$ cat src/rtl/core/ple_pkg.sv
package ple_pkg;

  localparam int MAX_X = 64;
  localparam int MAX_Y = 64;
  localparam int DEPTH = MAX_X * MAX_Y;
  localparam int XW    = (MAX_X > 1) ? $clog2(MAX_X) : 1;
  localparam int YW    = (MAX_Y > 1) ? $clog2(MAX_Y) : 1;
  localparam int AW    = (DEPTH > 1) ? $clog2(DEPTH) : 1;
  localparam int SXW   = ($clog2(MAX_X + 1) > 7) ? $clog2(MAX_X + 1) : 7;
  localparam int SYW   = ($clog2(MAX_Y + 1) > 7) ? $clog2(MAX_Y + 1) : 7;
  localparam int ZW    = 11;
  localparam int NPORT = 5;

  typedef enum logic [1:0] {
    PH_LOWER = 2'd0,
    PH_GRID  = 2'd1,
    PH_UPPER = 2'd2
  } ple_phase_e;

  typedef enum logic [2:0] {
    REG_SIZE_X     = 3'd0,
    REG_SIZE_Y     = 3'd1,
    REG_SIZE_Z     = 3'd2,
    REG_DIFF_GAIN  = 3'd3,
    REG_FORCE_GAIN = 3'd4
  } ple_reg_e;

  // read ports: centre, x-1, x+1, y-1, y+1
  typedef struct packed {
    logic                        valid;
    logic                        bank;
    logic                        last;
    logic                        we_a;
    logic                        we_b;
    logic                        we_f;
    logic [NPORT-1:0][AW-1:0]    addr;
  } ple_cmd_t;

endpackage

$ cat src/rtl/core/ple_ctrl.sv
module ple_ctrl import ple_pkg::*; (
  input  logic        clk_i,
  input  logic        rst_ni,
  input  logic        cfg_valid_i,
  input  logic [2:0]  cfg_index_i,
  input  logic [31:0] cfg_data_i,
  input  logic        in_valid_i,
  input  logic        in_ready_i,
  input  logic [1:0]  action_i,
  output ple_cmd_t    cmd_o,
  output logic [31:0] diff_gain_o,
  output logic [31:0] force_gain_o
);

  logic [6:0]  size_x_q, size_y_q;
  logic [10:0] size_z_q;
  logic [31:0] diff_gain_q, force_gain_q;

  ple_phase_e  phase_q, phase_d;
  logic [XW-1:0] pos_x_q, pos_x_d;
  logic [YW-1:0] pos_y_q, pos_y_d;
  logic [ZW-1:0] pos_z_q, pos_z_d;
  logic          bank_q, bank_d;

  logic [SXW-1:0] sx;
  logic [SYW-1:0] sy;
  logic [ZW-1:0]  sz;
  logic           x_last, y_last, hit, z_first, restart;
  logic [XW-1:0]  xm, xp;
  logic [YW-1:0]  ym, yp;
  logic           tgt_pv, tgt_cv;

  assign restart = cfg_valid_i && (cfg_index_i == REG_SIZE_X || cfg_index_i == REG_SIZE_Y ||
                                   cfg_index_i == REG_SIZE_Z);

  always_ff @(posedge clk_i or negedge rst_ni) begin
    if (!rst_ni) begin
      size_x_q     <= 7'd64;
      size_y_q     <= 7'd64;
      size_z_q     <= 11'd1;
      diff_gain_q  <= '0;
      force_gain_q <= 32'd16777216;
    end else if (cfg_valid_i) begin
      case (cfg_index_i)
        REG_SIZE_X:     size_x_q     <= cfg_data_i[6:0];
        REG_SIZE_Y:     size_y_q     <= cfg_data_i[6:0];
        REG_SIZE_Z:     size_z_q     <= cfg_data_i[10:0];
        REG_DIFF_GAIN:  diff_gain_q  <= cfg_data_i;
        REG_FORCE_GAIN: force_gain_q <= cfg_data_i;
        default: ;
      endcase
    end
  end

  assign diff_gain_o  = diff_gain_q;
  assign force_gain_o = force_gain_q;

  always_comb begin
    if (size_x_q == '0) begin
      sx = SXW'(1);
    end else if (SXW'(size_x_q) > SXW'(MAX_X)) begin
      sx = SXW'(MAX_X);
    end else begin
      sx = SXW'(size_x_q);
    end
    if (size_y_q == '0) begin
      sy = SYW'(1);
    end else if (SYW'(size_y_q) > SYW'(MAX_Y)) begin
      sy = SYW'(MAX_Y);
    end else begin
      sy = SYW'(size_y_q);
    end
    sz = (size_z_q == '0) ? ZW'(1) : size_z_q;
  end

  assign x_last  = (SXW'(pos_x_q) == sx - SXW'(1));
  assign y_last  = (SYW'(pos_y_q) == sy - SYW'(1));
  assign xm      = (pos_x_q == '0) ? XW'(sx - SXW'(1)) : pos_x_q - XW'(1);
  assign xp      = x_last ? '0 : pos_x_q + XW'(1);
  assign ym      = (pos_y_q == '0) ? YW'(sy - SYW'(1)) : pos_y_q - YW'(1);
  assign yp      = y_last ? '0 : pos_y_q + YW'(1);
  assign z_first = (pos_z_q == '0);
  assign hit     = in_valid_i && in_ready_i && (action_i == phase_q);

  assign tgt_pv = (phase_q == PH_LOWER) || (phase_q == PH_GRID && !z_first);
  assign tgt_cv = (phase_q == PH_GRID) && z_first;

  always_comb begin
    cmd_o.valid   = hit && ((phase_q == PH_UPPER) || (phase_q == PH_GRID && !z_first));
    cmd_o.bank    = bank_q;
    cmd_o.last    = (phase_q == PH_UPPER) && x_last && y_last;
    cmd_o.we_a    = hit && ((tgt_pv && !bank_q) || (tgt_cv && bank_q));
    cmd_o.we_b    = hit && ((tgt_pv && bank_q) || (tgt_cv && !bank_q));
    cmd_o.we_f    = hit && (phase_q == PH_GRID);
    cmd_o.addr[0] = AW'(int'(pos_y_q) * MAX_X + int'(pos_x_q));
    cmd_o.addr[1] = AW'(int'(pos_y_q) * MAX_X + int'(xm));
    cmd_o.addr[2] = AW'(int'(pos_y_q) * MAX_X + int'(xp));
    cmd_o.addr[3] = AW'(int'(ym) * MAX_X + int'(pos_x_q));
    cmd_o.addr[4] = AW'(int'(yp) * MAX_X + int'(pos_x_q));
  end

  always_comb begin
    phase_d = phase_q;
    pos_x_d = pos_x_q;
    pos_y_d = pos_y_q;
    pos_z_d = pos_z_q;
    bank_d  = bank_q;
    if (restart) begin
      phase_d = PH_LOWER;
      pos_x_d = '0;
      pos_y_d = '0;
      pos_z_d = '0;
      bank_d  = 1'b0;
    end else if (hit) begin
      pos_x_d = xp;
      if (x_last) begin
        pos_y_d = yp;
        if (y_last) begin
          case (phase_q)
            PH_LOWER: begin
              phase_d = PH_GRID;
              pos_z_d = '0;
            end
            PH_GRID: begin
              if (!z_first) begin
                bank_d = ~bank_q;
              end
              pos_z_d = pos_z_q + ZW'(1);
              if (pos_z_q + ZW'(1) >= sz) begin
                phase_d = PH_UPPER;
              end
            end
            default: begin
              phase_d = PH_LOWER;
              pos_z_d = '0;
              bank_d  = 1'b0;
            end
          endcase
        end
      end
    end
  end

  always_ff @(posedge clk_i or negedge rst_ni) begin
    if (!rst_ni) begin
      phase_q <= PH_LOWER;
      pos_x_q <= '0;
      pos_y_q <= '0;
      pos_z_q <= '0;
      bank_q  <= 1'b0;
    end else begin
      phase_q <= phase_d;
      pos_x_q <= pos_x_d;
      pos_y_q <= pos_y_d;
      pos_z_q <= pos_z_d;
      bank_q  <= bank_d;
    end
  end

endmodule

$ cat config.mk
export PLATFORM = sky130hd
export DESIGN_NAME = ple_ctrl
export DESIGN_NICKNAME = d
export VERILOG_FILES = /design/src/rtl/core/ple_pkg.sv /design/src/rtl/core/ple_ctrl.sv
export SDC_FILE = /design/constraint.sdc
export NUM_CORES = 1
export LEC_CHECK = 0
export ABC_AREA = 1
export BUFFER_PORTS_ARGS = -buffer_cell sky130_fd_sc_hd__buf_2
export CAP_MARGIN = 20
export CORE_AREA = 2 2 128 130
export CTS_BUF_LIST = sky130_fd_sc_hd__clkbuf_8
export DETAILED_ROUTE_END_ITERATION = 7
export DIE_AREA = 0 0 130 132
export GPL_TIMING_DRIVEN = 0
export HOLD_SLACK_MARGIN = 0.05
export PLACE_DENSITY = 0.68
export SLEW_MARGIN = 30
export SYNTH_ARGS = -nofsm -noshare
export SYNTH_HDL_FRONTEND = slang
export SYNTH_SLANG_ARGS = --single-unit
$ cat constraint.sdc
create_clock -name clk_i -period 3.91 [get_ports clk_i]
set_clock_uncertainty 0.05 [all_clocks]
set_input_delay 0.9775 -clock clk_i [delete_from_list [all_inputs] [get_ports clk_i]]
set_output_delay 0.9775 -clock clk_i [all_outputs]
set_load 0.02 [all_outputs]
=== Word-level counts from Yosys, hierarchy flattened ===
Cells that the tools add are included.

* Bits in latches: 0
* Memories: 0
* Bits in writable memories: 0
* Bits of input ports: 42
* Word-level logic and storage cells: 112
* Bits in read-only memories: 0
* Output and inout bits: 130
* Register bits after elaboration: 115

* Multiply operators: 0
* Shifts and indexed selects: 0
* Reduce and logical (&&, ||, !) cells: 43
* Add/sub/neg operators: 12
* Bitwise logic cells: 1
* Divide/modulo/power cells: 0
* Equality and inequality tests: 12
* Order comparisons: 3
* Mux-type cells: 31

{| class="wikitable"
|+ Operators with widths
! operator !! number
|-
| 2-to-1 mux 11 bit || 6
|-
| adder 12 x 6 -> 12 bit || 5
|-
| 2-to-1 mux 6 bit || 9
|-
| 2-to-1 mux 7 bit || 4
|-
| zero test 11 bit || 2
|-
| logical AND 1 bit || 15
|-
| == test 6 x 7 -> 1 bit || 2
|-
| greater-than comparator 7 bit, second input constant || 2
|-
| zero test 7 bit || 2
|-
| subtractor 7 x 1 -> 7 bit, second input constant || 2
|-
| adder 6 x 1 -> 6 bit, second input constant || 2
|-
| zero test 6 bit || 2
|-
| AND reduction 2 bit || 6
|-
| subtractor 6 x 1 -> 6 bit, second input constant || 2
|-
| adder 11 x 1 -> 11 bit, second input constant || 1
|-
| >= comparator 11 bit || 1
|-
| 2-to-1 mux 2 bit || 5
|-
| == test 3 x 2 -> 1 bit, second input constant || 2
|-
| logical OR 1 bit || 6
|-
| nonzero test 2 bit || 3
|-
| 2-to-1 mux 1 bit || 5
|-
| AND reduction 5 bit || 1
|-
| case mux 2 bit (2 select lines) || 1
|-
| AND reduction 4 bit || 1
|-
| other kinds (14) || 15
|}

=== Logic depth before layout (Yosys ltp) ===
Gate-level depths: netlist of run 1.

* Depth in word-level cells: 9
* Depth in mapped cells: 19
* Mapped depth without buffers: 17

=== Least setup slack after synthesis of run 1 ===
Ideal clock, no wire load.

* Path kind: register to output
* Start: register size_x_q[6]
* End: output cmd_o[63] (netlist name)
* Stages on the path, launching flop included: 13
* Path buffers: 0
* Path slack: 0.496 ns
* Data required time: 2.883 ns
* Arrival time: 2.386 ns
* Cells stage by stage: dfstp_2 > inv_2 > nand2_1 > o21bai_2 > nand2_1 > ha_1 > nand2_1 > xor2_1 > nand2_1 > nand2_1 > nor2_2 > nand3_1 > nor3_1

{| class="wikitable"
|+ RTL lines
! element !! line !! RTL
|-
| start, declared || ple_ctrl.sv:15 || <nowiki>logic [6:0] size_x_q, size_y_q;</nowiki>
|-
| start signal, assigned || ple_ctrl.sv:45 || <nowiki>REG_SIZE_X: size_x_q <= cfg_data_i[6:0];</nowiki>
|-
| end, declared || ple_ctrl.sv:10 || <nowiki>output ple_cmd_t cmd_o,</nowiki>
|}

==> flow_metrics.py, run 1 <==
metrics = {
    "placement": {
        "gp_congestion": 0.851,
        "hpwlAfterDp_mm": 12.2,
        "portBuffers": 171,
        "post-place-ws_ns": 0.270,
    },
    "power_and_ir_drop": {
        "switching_share": 0.368,
        "vdd_drop_max_v": 0.000288,
        "power.density_nw_per_um2": 504,
        "leakage_uw": 0.00456,
        "p_sw_uw": 1510,
        "p_seq_frac": 0.372,
        "combPwrFrac": 0.334,
        "p_int_uw": 2600,
        "clkPwrFrac": 0.294,
    },
    "route": {
        "drt-initial-drc-count": 339,
        "routedWlPerCell_um": 13.3,
        "drcViolationCount": 0,
        "vias": 5846,
        "dr.pass1.iters": 4,
        "antenna_left": 0,
        "routed_wl_mm": 16.5,
        "vias_per_cell": 4.72,
    },
    "synth": {
        "synth_nets": 874,
        "synth_warnings": 0,
        "synth_seq_cells": 115,
        "seq_area_frac_synth": 0.450,
        "netlist_area_um2": 6400,
        "syn-instance-count": 811,
        "avgSynthCellArea_um2": 7.90,
        "synth.distinct_cells": 41,
    },
    "finish": {
        "syn2layout_area_growth_pct": 27.5,
        "drive_gt1_frac": 0.288,
        "final_util": 0.520,
        "fin_nets": 1074,
        "num_antenna_cells": 0,
    },
    "floorplanning": {
        "fp.dieH_um": 132,
        "row_count": 46,
        "dieArea_um2": 17200,
        "io_pins": 172,
        "core-area_um2": 15700,
        "chipWidth_um": 130,
        "start_util": 0.408,
    },
    "timing": {
        "slew_viol_final": 0,
        "setup_viol": 0,
        "whs_ns": 0.369,
        "fin_crit_ns": 3.72,
        "tightest_slew_ns": 0.709,
        "timing.final.ws_setup_ns": 0.187,
        "final_hold_viol_count": 0,
        "slew_headroom": 0.524,
        "clock.fmax_mhz": 269,
        "finalCritPeriodShare": 0.952,
    },
    "clock_network": {
        "cts_buffer_depth": 2,
        "cts_buffers": 17,
        "hold_buffers": 0,
        "cts_htree_levels": 4,
        "clkSinkCount": 115,
        "cts_root_buf": "clkbuf_8",
        "clock_latency_ns": 0.44,
        "clk_pin_slew_ns": 0.07,
        "cts_tree": "done",
    },
    "hold_path": {
        "hold_class": "input port to asynchronous set/reset pin",
    },
    "run_status": {
        "status": "finished clean",
    },
    "global_route": {
        "grt_pass1_wl_mm": 26.7,
        "grt_max_degree": 70,
        "overflow": 0,
        "grtUsageTotal": 0.196,
        "grt_pass1_vias": 5432,
        "antenna_found_initial": 0,
    },
    "setup_path": {
        "crit_type": "flip-flop to primary output",
        "path_max_fanout": 8,
        "cp.required_ns": 2.88,
        "startpoint_type": "flip-flop",
        "worstPathArrival_ns": 2.70,
        "cp-end-kind": "primary output",
        "worst-r2r-cell-count": 17,
    },
    "job": {
        "max-cap-violations": 0,
    },
}
## area by class of cell
class	count	area, µm²
clock buffer	19	262
clock inverter	12	165
buffer	47	300
tap	216	270
multi-input combinational	537	2900
sequential	115	2890
timing repair buffer	182	968
inverter	111	417
fill	1556	7550
## placed cells by master (no fill, tap or decap), types with 19 or more instances in the layout
| master | count |
|---|---|
| xor2_1 | 21 |
| nand3_1 | 35 |
| nand2_1 | 201 |
| nor2_1 | 48 |
| clkbuf_8 | 19 |
| o21ai_0 | 106 |
| inv_1 | 111 |
| buf_4 | 35 |
| dfrtp_1 | 109 |
| buf_2 | 170 |
| ha_1 | 19 |
## worst max-delay path, cell delays in order, from the launching register on
cell and delay (ns):
dfstp_2 0.59, inv_2 0.08, nand2_1 0.10, o21bai_2 0.10
nand2_2 0.13, ha_4 0.18, nand2_2 0.09, xnor2_2 0.19
nand2_1 0.07, nand2_1 0.08, nor2_4 0.16, nand3_4 0.13
nor3_2 0.17, buf_2 0.18
## cells by family after synthesis
logic type,after synthesis,synth area share
AO/OA/AOI/OAI,151,0.131
XOR/XNOR,25,0.0363
adder cells (fa/ha/maj),21,0.0410
buffers and inverters,159,0.113
flip-flops,115,0.450
multiplexers,2,0.00332
AND/OR/NAND/NOR,338,0.226
## power by group through the flow
stage                     logic (µW)  clock network, µW  registers, µW
final                           1370               1210           1530
after global routing            1530               1290           1560
after CTS                       1320               1240           1520
after detailed placement        1310                  0           1530
after global placement          1280                  0           1540
after floorplan                  732                  0           1680
## synth_stat cells
cell	instances	area share
nor3_1	9	0.0070
nand4_2	1	0.0020
dfrtp_1	111	0.43
o21ai_0	106	0.083
o21a_1	1	0.0012
buf_4	25	0.029
nand4_1	12	0.012
nor2_1	54	0.032
buf_2	1	0.00078
nor2_4	1	0.0018
mux2i_1	1	0.0016
or2_2	3	0.0029
nand2_1	204	0.12
a31oi_1	2	0.0020
o211ai_1	1	0.0012
o21bai_2	2	0.0035
a211oi_1	1	0.0012
ha_1	21	0.041
dfstp_2	4	0.016
xnor2_1	3	0.0041
or4_1	1	0.0012
nand3b_1	1	0.0012
mux2_2	1	0.0018
clkbuf_1	18	0.011
nand3_2	2	0.0031
nand2_2	7	0.0068
nor2_2	1	0.00098
xor2_1	21	0.029
o21ai_1	1	0.00078
nand3_1	37	0.029
nor4_1	2	0.0020
inv_1	109	0.064
a21oi_1	15	0.012
and3b_1	1	0.0014
buf_6	4	0.0070
o21ai_2	11	0.015
inv_2	2	0.0012
nand2_4	2	0.0035
xnor3_1	1	0.0035
o22ai_1	10	0.0098
a41o_1	1	0.0016
## sequential cells by signal, indices dropped and copies added (netlist names)
| signal | cells |
|---|---|
| bank_q | 1 |
| diff_gain_o | 32 |
| force_gain_o | 32 |
| phase_q | 2 |
| pos_x_q | 6 |
| pos_y_q | 6 |
| pos_z_q | 11 |
| size_x_q | 7 |
| size_y_q | 7 |
| size_z_q | 11 |
## per-layer routing
layer | vias up | GRT usage | wire [µm]
met1 | 2665 | 0.261 | 7490
li1 | 2971 | - | -
met3 | 21 | 0.0812 | 1480
met4 | 0 | 0.0532 | 191
met5 | - | 0 | 0
met2 | 189 | 0.293 | 7330
## path summary, 6_finish.rpt
path	from	to	slack (ns)
min in group clk_i	diff_gain_o[18]$_DFFE_PN0P_	diff_gain_o[18]$_DFFE_PN0P_	0.43
min	rst_ni	pos_z_q[3]$_DFFE_PN0P_	0.37
min reg2reg	diff_gain_o[18]$_DFFE_PN0P_	diff_gain_o[18]$_DFFE_PN0P_	0.43
max in group asynchronous	rst_ni	force_gain_o[24]$_DFFE_PN1P_	2.75
max reg2reg	pos_z_q[0]$_DFFE_PN0P_	phase_q[0]$_DFFE_PN0P_	0.85
max	size_x_q[6]$_DFFE_PN1P_	cmd_o[63]	0.19
## metrics by stage
step	TNS [ns]	power [µW]	cell area [µm²]	std cells
2_1_floorplan	0	2410	6400	811
4_1_cts	0	4080	8030	1232
5_1_grt	-0.197	4390	8170	1239
6_report	0	4110	8170	1239
3_3_place_gp	0	2820	7530	1198
3_5_place_dp	0	2840	7570	1199
## what timing repair did
action / in CTS / in global routing
gates resized for setup: 6 / 20
endpoints found under the setup margin: 8 / 13
pin swaps: 2 / 6
setup buffers: 2 / 8
Note: power is estimated with default switching activity, not from simulation.
==> inputs of run 2 (changes only) <==
Settings changed: RECOVER_POWER set to 25.
==> flow_metrics.py, run 2 (synthesized netlist as in run 1, its figures left out) <==
metrics = {
    "run_status": {
        "status": "complete, but fails checks",
        "violations": "capacitance limit, slew limit",
    },
    "global_route": {
        "grtUsageTotal": 0.196,
        "overflow": 0,
        "grt_pass1_wl_mm": 26.7,
        "grt_max_degree": 70,
        "grt_pass1_vias": 5432,
        "antenna_found_initial": 0,
    },
    "clock_network": {
        "cts_htree_levels": 4,
        "cts_buffer_depth": 2,
        "clk_pin_slew_ns": 0.07,
        "clock_latency_ns": 0.45,
        "cts_tree": "done",
        "clkSinkCount": 115,
        "cts_buffers": 17,
        "cts_root_buf": "clkbuf_8",
        "hold_buffers": 0,
    },
    "floorplanning": {
        "start_util": 0.408,
        "fp.dieH_um": 132,
        "dieArea_um2": 17200,
        "row_count": 46,
        "io_pins": 172,
        "chipWidth_um": 130,
        "core-area_um2": 15700,
    },
    "setup_path": {
        "cp_cell_sequence": "inv_2 -> nand2_1 -> o21bai_2 -> nand2_2 -> ha_4 -> nand2_2 -> xnor2_2 -> nand2_1 -> nand2_1 -> nor2_4 -> nand3_4 -> nor3_2 -> buf_2",
        "cp-end-kind": "primary output",
        "path_max_fanout": 8,
        "crit_type": "flip-flop to primary output",
        "slowest_delay_ns": 0.59,
        "cp.required_ns": 2.88,
        "cp_slowest_cell": "dfstp_2",
        "cpMostUsedCell": "nand2_1",
        "worstPathArrival_ns": 2.70,
        "startpoint_type": "flip-flop",
    },
    "job": {
        "max-cap-violations": 1,
    },
    "placement": {
        "gp_congestion": 0.851,
        "dp_cells": 1199,
        "portBuffers": 171,
        "hpwlAfterDp_mm": 12.2,
        "placed_cell_area_um2": 7570,
    },
    "finish": {
        "nFillCells": 1558,
        "num_antenna_cells": 0,
        "fin_area_um2": 8150,
        "final_cell_mix": "nand2_1, buf_2, inv_1",
        "drive_gt1_frac": 0.287,
        "fin_nets": 1074,
        "syn2layout_area_growth_pct": 27.3,
        "layout_commonest_cell": "nand2_1",
        "finalNonFillerCells": 1239,
    },
    "timing": {
        "clock.fmax_mhz": 268,
        "final_hold_viol_count": 0,
        "slew_headroom": -0.702,
        "finalCritPeriodShare": 0.954,
        "tightest_slew_ns": 2.55,
        "whs_ns": 0.431,
        "slew_viol_final": 47,
        "fin_tns_setup_ns": 0,
        "fin_crit_ns": 3.73,
        "setup_viol": 0,
    },
    "route": {
        "routedWlPerCell_um": 13.3,
        "routed_wl_mm": 16.5,
        "drcViolationCount": 0,
        "vias_per_cell": 4.70,
        "dr.pass1.iters": 5,
        "antenna_left": 0,
        "vias": 5825,
        "drt-initial-drc-count": 361,
    },
    "power_and_ir_drop": {
        "leakage_uw": 0.00455,
        "vdd_drop_max_v": 0.000288,
        "power.density_nw_per_um2": 504,
    },
    "hold_path": {
        "hold_class": "flip-flop to flip-flop",
    },
}
run 2: layout make-up:
class | count | area [µm²] | area share
multi-input combinational | 537 | 2900 | 0.355
sequential | 115 | 2890 | 0.354
timing repair buffer | 182 | 957 | 0.117
inverter | 111 | 417 | 0.0511
buffer | 47 | 300 | 0.0368
tap | 216 | 270 | 0.0331
clock buffer | 19 | 262 | 0.0321
clock inverter | 12 | 165 | 0.0203
run 2: layer usage:
metal,wire [µm],global-route usage,vias to the layer above
met5,0,0,-
met4,105,0.0532,0
met3,1530,0.0812,7
met2,7470,0.293,186
met1,7410,0.261,2660
li1,-,-,2972
run 2: repair_timing:
action | in CTS | in global routing
setup endpoints to repair | 8 | 13
pin swaps | 2 | 6
buffers inserted | 2 | 8
resized for setup | 6 | 20
run 2: worst paths after layout:
kind,start,to,slack [ns],cells after the start
setup / recovery,size_x_q[6]$_DFFE_PN1P_,cmd_o[63],0.18,13
hold / removal,force_gain_o[12]$_DFFE_PN0P_,force_gain_o[12]$_DFFE_PN0P_,0.43,2
setup reg to reg,pos_z_q[0]$_DFFE_PN0P_,phase_q[0]$_DFFE_PN0P_,0.85,17
hold reg to reg,force_gain_o[12]$_DFFE_PN0P_,force_gain_o[12]$_DFFE_PN0P_,0.43,2
max in group asynchronous,rst_ni,size_z_q[6]$_DFFE_PN0P_,1.07,1
min in group asynchronous,rst_ni,phase_q[1]$_DFFE_PN0P_,1.27,1
run 2: metrics by stage:
step                 util  total power (µW)  setup slack (ns)
CTS                 0.511              4080           0.00781
floorplan               -              2410             0.496
finish              0.519              4110             0.180
detailed placement  0.482              2840             0.270
global placement    0.479              2820             0.286
global route        0.519              4380           -0.0429
run 2: report_power, final:
part           internal, µW  switching (µW)  leakage [µW]
combinational           499             873       0.00286
sequential             1380             147       0.00147
clock                   716             496      0.000221
total                  2600            1520       0.00455
run 2: worst max-delay path: cells and delay by family (launching register included):
family | cells | cell delay, ns
compound gates | 1 | 0.10
xor+xnor | 1 | 0.19
fa+ha+maj | 1 | 0.18
buf+inv | 2 | 0.26
flops | 1 | 0.59
simple gates | 8 | 0.94
==> inputs of run 3 (changes only) <==
--- a/config.mk
+++ b/config.mk
@@ -17,4 +17,5 @@
 export PLACE_DENSITY = 0.68
 export RECOVER_POWER = 25
+export SETUP_SLACK_MARGIN = 0.05
 export SLEW_MARGIN = 30
 export SYNTH_ARGS = -nofsm -noshare
==> constraint.sdc (replaced) <==
create_clock -name clk_i -period 3.91 [get_ports clk_i]
set_clock_uncertainty 0.05 [all_clocks]
set_input_delay 0.5865 -clock clk_i [delete_from_list [all_inputs] [get_ports clk_i]]
set_output_delay 0.5865 -clock clk_i [all_outputs]
set_load 0.02 [all_outputs]
==> flow_metrics.py, run 3 (synthesized netlist as in run 1, its figures left out) <==
metrics = {
    "route": {
        "drt-initial-drc-count": 336,
        "dr.pass1.iters": 5,
        "vias": 5757,
        "vias_per_cell": 4.68,
        "antenna_left": 0,
        "drcViolationCount": 0,
        "routed_wl_mm": 16.3,
        "routedWlPerCell_um": 13.2,
    },
    "floorplanning": {
        "start_util": 0.408,
        "fp.dieH_um": 132,
        "core-area_um2": 15700,
        "row_count": 46,
        "dieArea_um2": 17200,
        "io_pins": 172,
        "chipWidth_um": 130,
    },
    "finish": {
        "syn2layout_area_growth_pct": 25.0,
        "fin_area_um2": 8000,
        "layout_commonest_cell": "nand2_1",
        "fin_nets": 1066,
        "final_cell_mix": "nand2_1, buf_2, inv_1",
        "drive_gt1_frac": 0.264,
        "num_antenna_cells": 0,
    },
    "setup_path": {
        "cp.required_ns": 3.27,
        "crit_type": "flip-flop to primary output",
        "critPathLaunch": "size_x_q[6]$_DFFE_PN1P_",
        "worstPathArrival_ns": 2.96,
        "cp-end-kind": "primary output",
        "path_max_fanout": 8,
        "startpoint_type": "flip-flop",
        "r2r-start": "pos_z_q[0]$_DFFE_PN0P_",
    },
    "timing": {
        "whs_ns": 0.351,
        "final_hold_viol_count": 0,
        "fin_tns_setup_ns": 0,
        "finalCritPeriodShare": 0.921,
        "slew_viol_final": 47,
        "clock.fmax_mhz": 278,
        "slew_headroom": -0.712,
        "setup_viol": 0,
        "rsz0062_at_grt": "false",
        "fin_crit_ns": 3.60,
        "tightest_slew_ns": 2.57,
    },
    "global_route": {
        "grt_pass1_vias": 5413,
        "grt_pass1_wl_mm": 26.7,
        "grtUsageTotal": 0.195,
        "antenna_found_initial": 0,
        "grt_max_degree": 70,
        "overflow": 0,
    },
    "power_and_ir_drop": {
        "clkPwrFrac": 0.299,
        "p_sw_uw": 1470,
        "vdd_drop_max_v": 0.000287,
        "combPwrFrac": 0.323,
        "power.density_nw_per_um2": 504,
        "p_int_uw": 2560,
        "p_seq_frac": 0.377,
        "switching_share": 0.366,
        "leakage_uw": 0.00450,
    },
    "clock_network": {
        "cts_buffers": 17,
        "cts_htree_levels": 4,
        "post_cts_buffers": 0,
        "clock_latency_ns": 0.44,
        "cts_tree": "done",
        "clkSinkCount": 115,
        "cts_root_buf": "clkbuf_8",
        "cts_buffer_depth": 2,
        "clk_pin_slew_ns": 0.07,
    },
    "run_status": {
        "violations": "capacitance limit, slew limit",
        "status": "complete, but fails checks",
    },
    "hold_path": {
        "hold_class": "input port to flip-flop",
        "hp-start": "cfg_data_i[13]",
    },
    "placement": {
        "gp_congestion": 0.851,
        "portBuffers": 171,
        "placed_cell_area_um2": 7570,
        "hpwlAfterDp_mm": 12.2,
    },
    "job": {
        "max-cap-violations": 1,
    },
}
## run 3: changes by cell type in the layout (fill, tap and decap cells not counted), sizes merged
cell	before	now
buf	210	200
clkbuf	38	39
dlygate4sd3	0	1
## run 3: final timing paths
| path | cells past startpoint | slack [ns] | end |
|---|---|---|---|
| worst max-delay path | 13 | 0.31 | cmd_o[63] |
| worst min-delay path | 3 | 0.35 | diff_gain_o[13]$_DFFE_PN0P_ |
| max in group asynchronous | 2 | 0.90 | size_z_q[6]$_DFFE_PN0P_ |
| worst min register to register | 2 | 0.43 | force_gain_o[12]$_DFFE_PN0P_ |
| worst max register to register | 17 | 0.85 | phase_q[0]$_DFFE_PN0P_ |
| min in group asynchronous | 2 | 1.44 | phase_q[1]$_DFFE_PN0P_ |
## run 3: metrics by stage
step,util,total power [µW],setup WS (ns),instances
2_1_floorplan,-,2410,0.887,811
3_3_place_gp,0.479,2820,0.677,1198
5_1_grt,0.509,4310,0.0458,1231
4_1_cts,0.509,4070,0.163,1231
6_report,0.509,4030,0.311,1231
3_5_place_dp,0.482,2840,0.661,1199
## run 3: what timing repair did
action,4_1_cts,5_1_grt
resized for setup,0,3
setup endpoints to repair,0,7
endpoints found under the hold margin,46,0
hold buffers,1,0
## run 3: power by group through the flow
stage / Clock [µW] / Combinational, µW / Sequential [µW]
after floorplan: 0 / 732 / 1680
after global placement: 0 / 1280 / 1540
after detailed placement: 0 / 1310 / 1530
after CTS: 1240 / 1310 / 1520
after global routing: 1290 / 1460 / 1550
final: 1210 / 1300 / 1520
## run 3: metal layers
| metal | track usage | up-vias | wire length (µm) |
|---|---|---|---|
| li1 | - | 2965 | - |
| met1 | 0.263 | 2603 | 7480 |
| met2 | 0.291 | 179 | 7210 |
| met3 | 0.0795 | 10 | 1440 |
| met4 | 0.0526 | 0 | 127 |
| met5 | 0 | - | 0 |
## run 3: final cells by class
cell class,instances,area [µm²]
Fill cell,1561,7710
Multi-Input combinational cell,537,2810
Tap cell,216,270
Clock inverter,12,165
Timing Repair Buffer,173,891
Clock buffer,19,262
Inverter,111,417
Buffer,48,305
Sequential cell,115,2880
## run 3: worst max-delay path: stages (launching register included)
cell and delay [ns]:
dfstp_2 0.60, inv_2 0.08, nand2_1 0.10, o21bai_2 0.09, nand2_1 0.17, ha_2 0.26
nand2_1 0.11, xnor2_1 0.19, nand2_1 0.08, nand2_1 0.06, nor2_2 0.16, nand3_2 0.19
nor3_1 0.22, buf_2 0.20
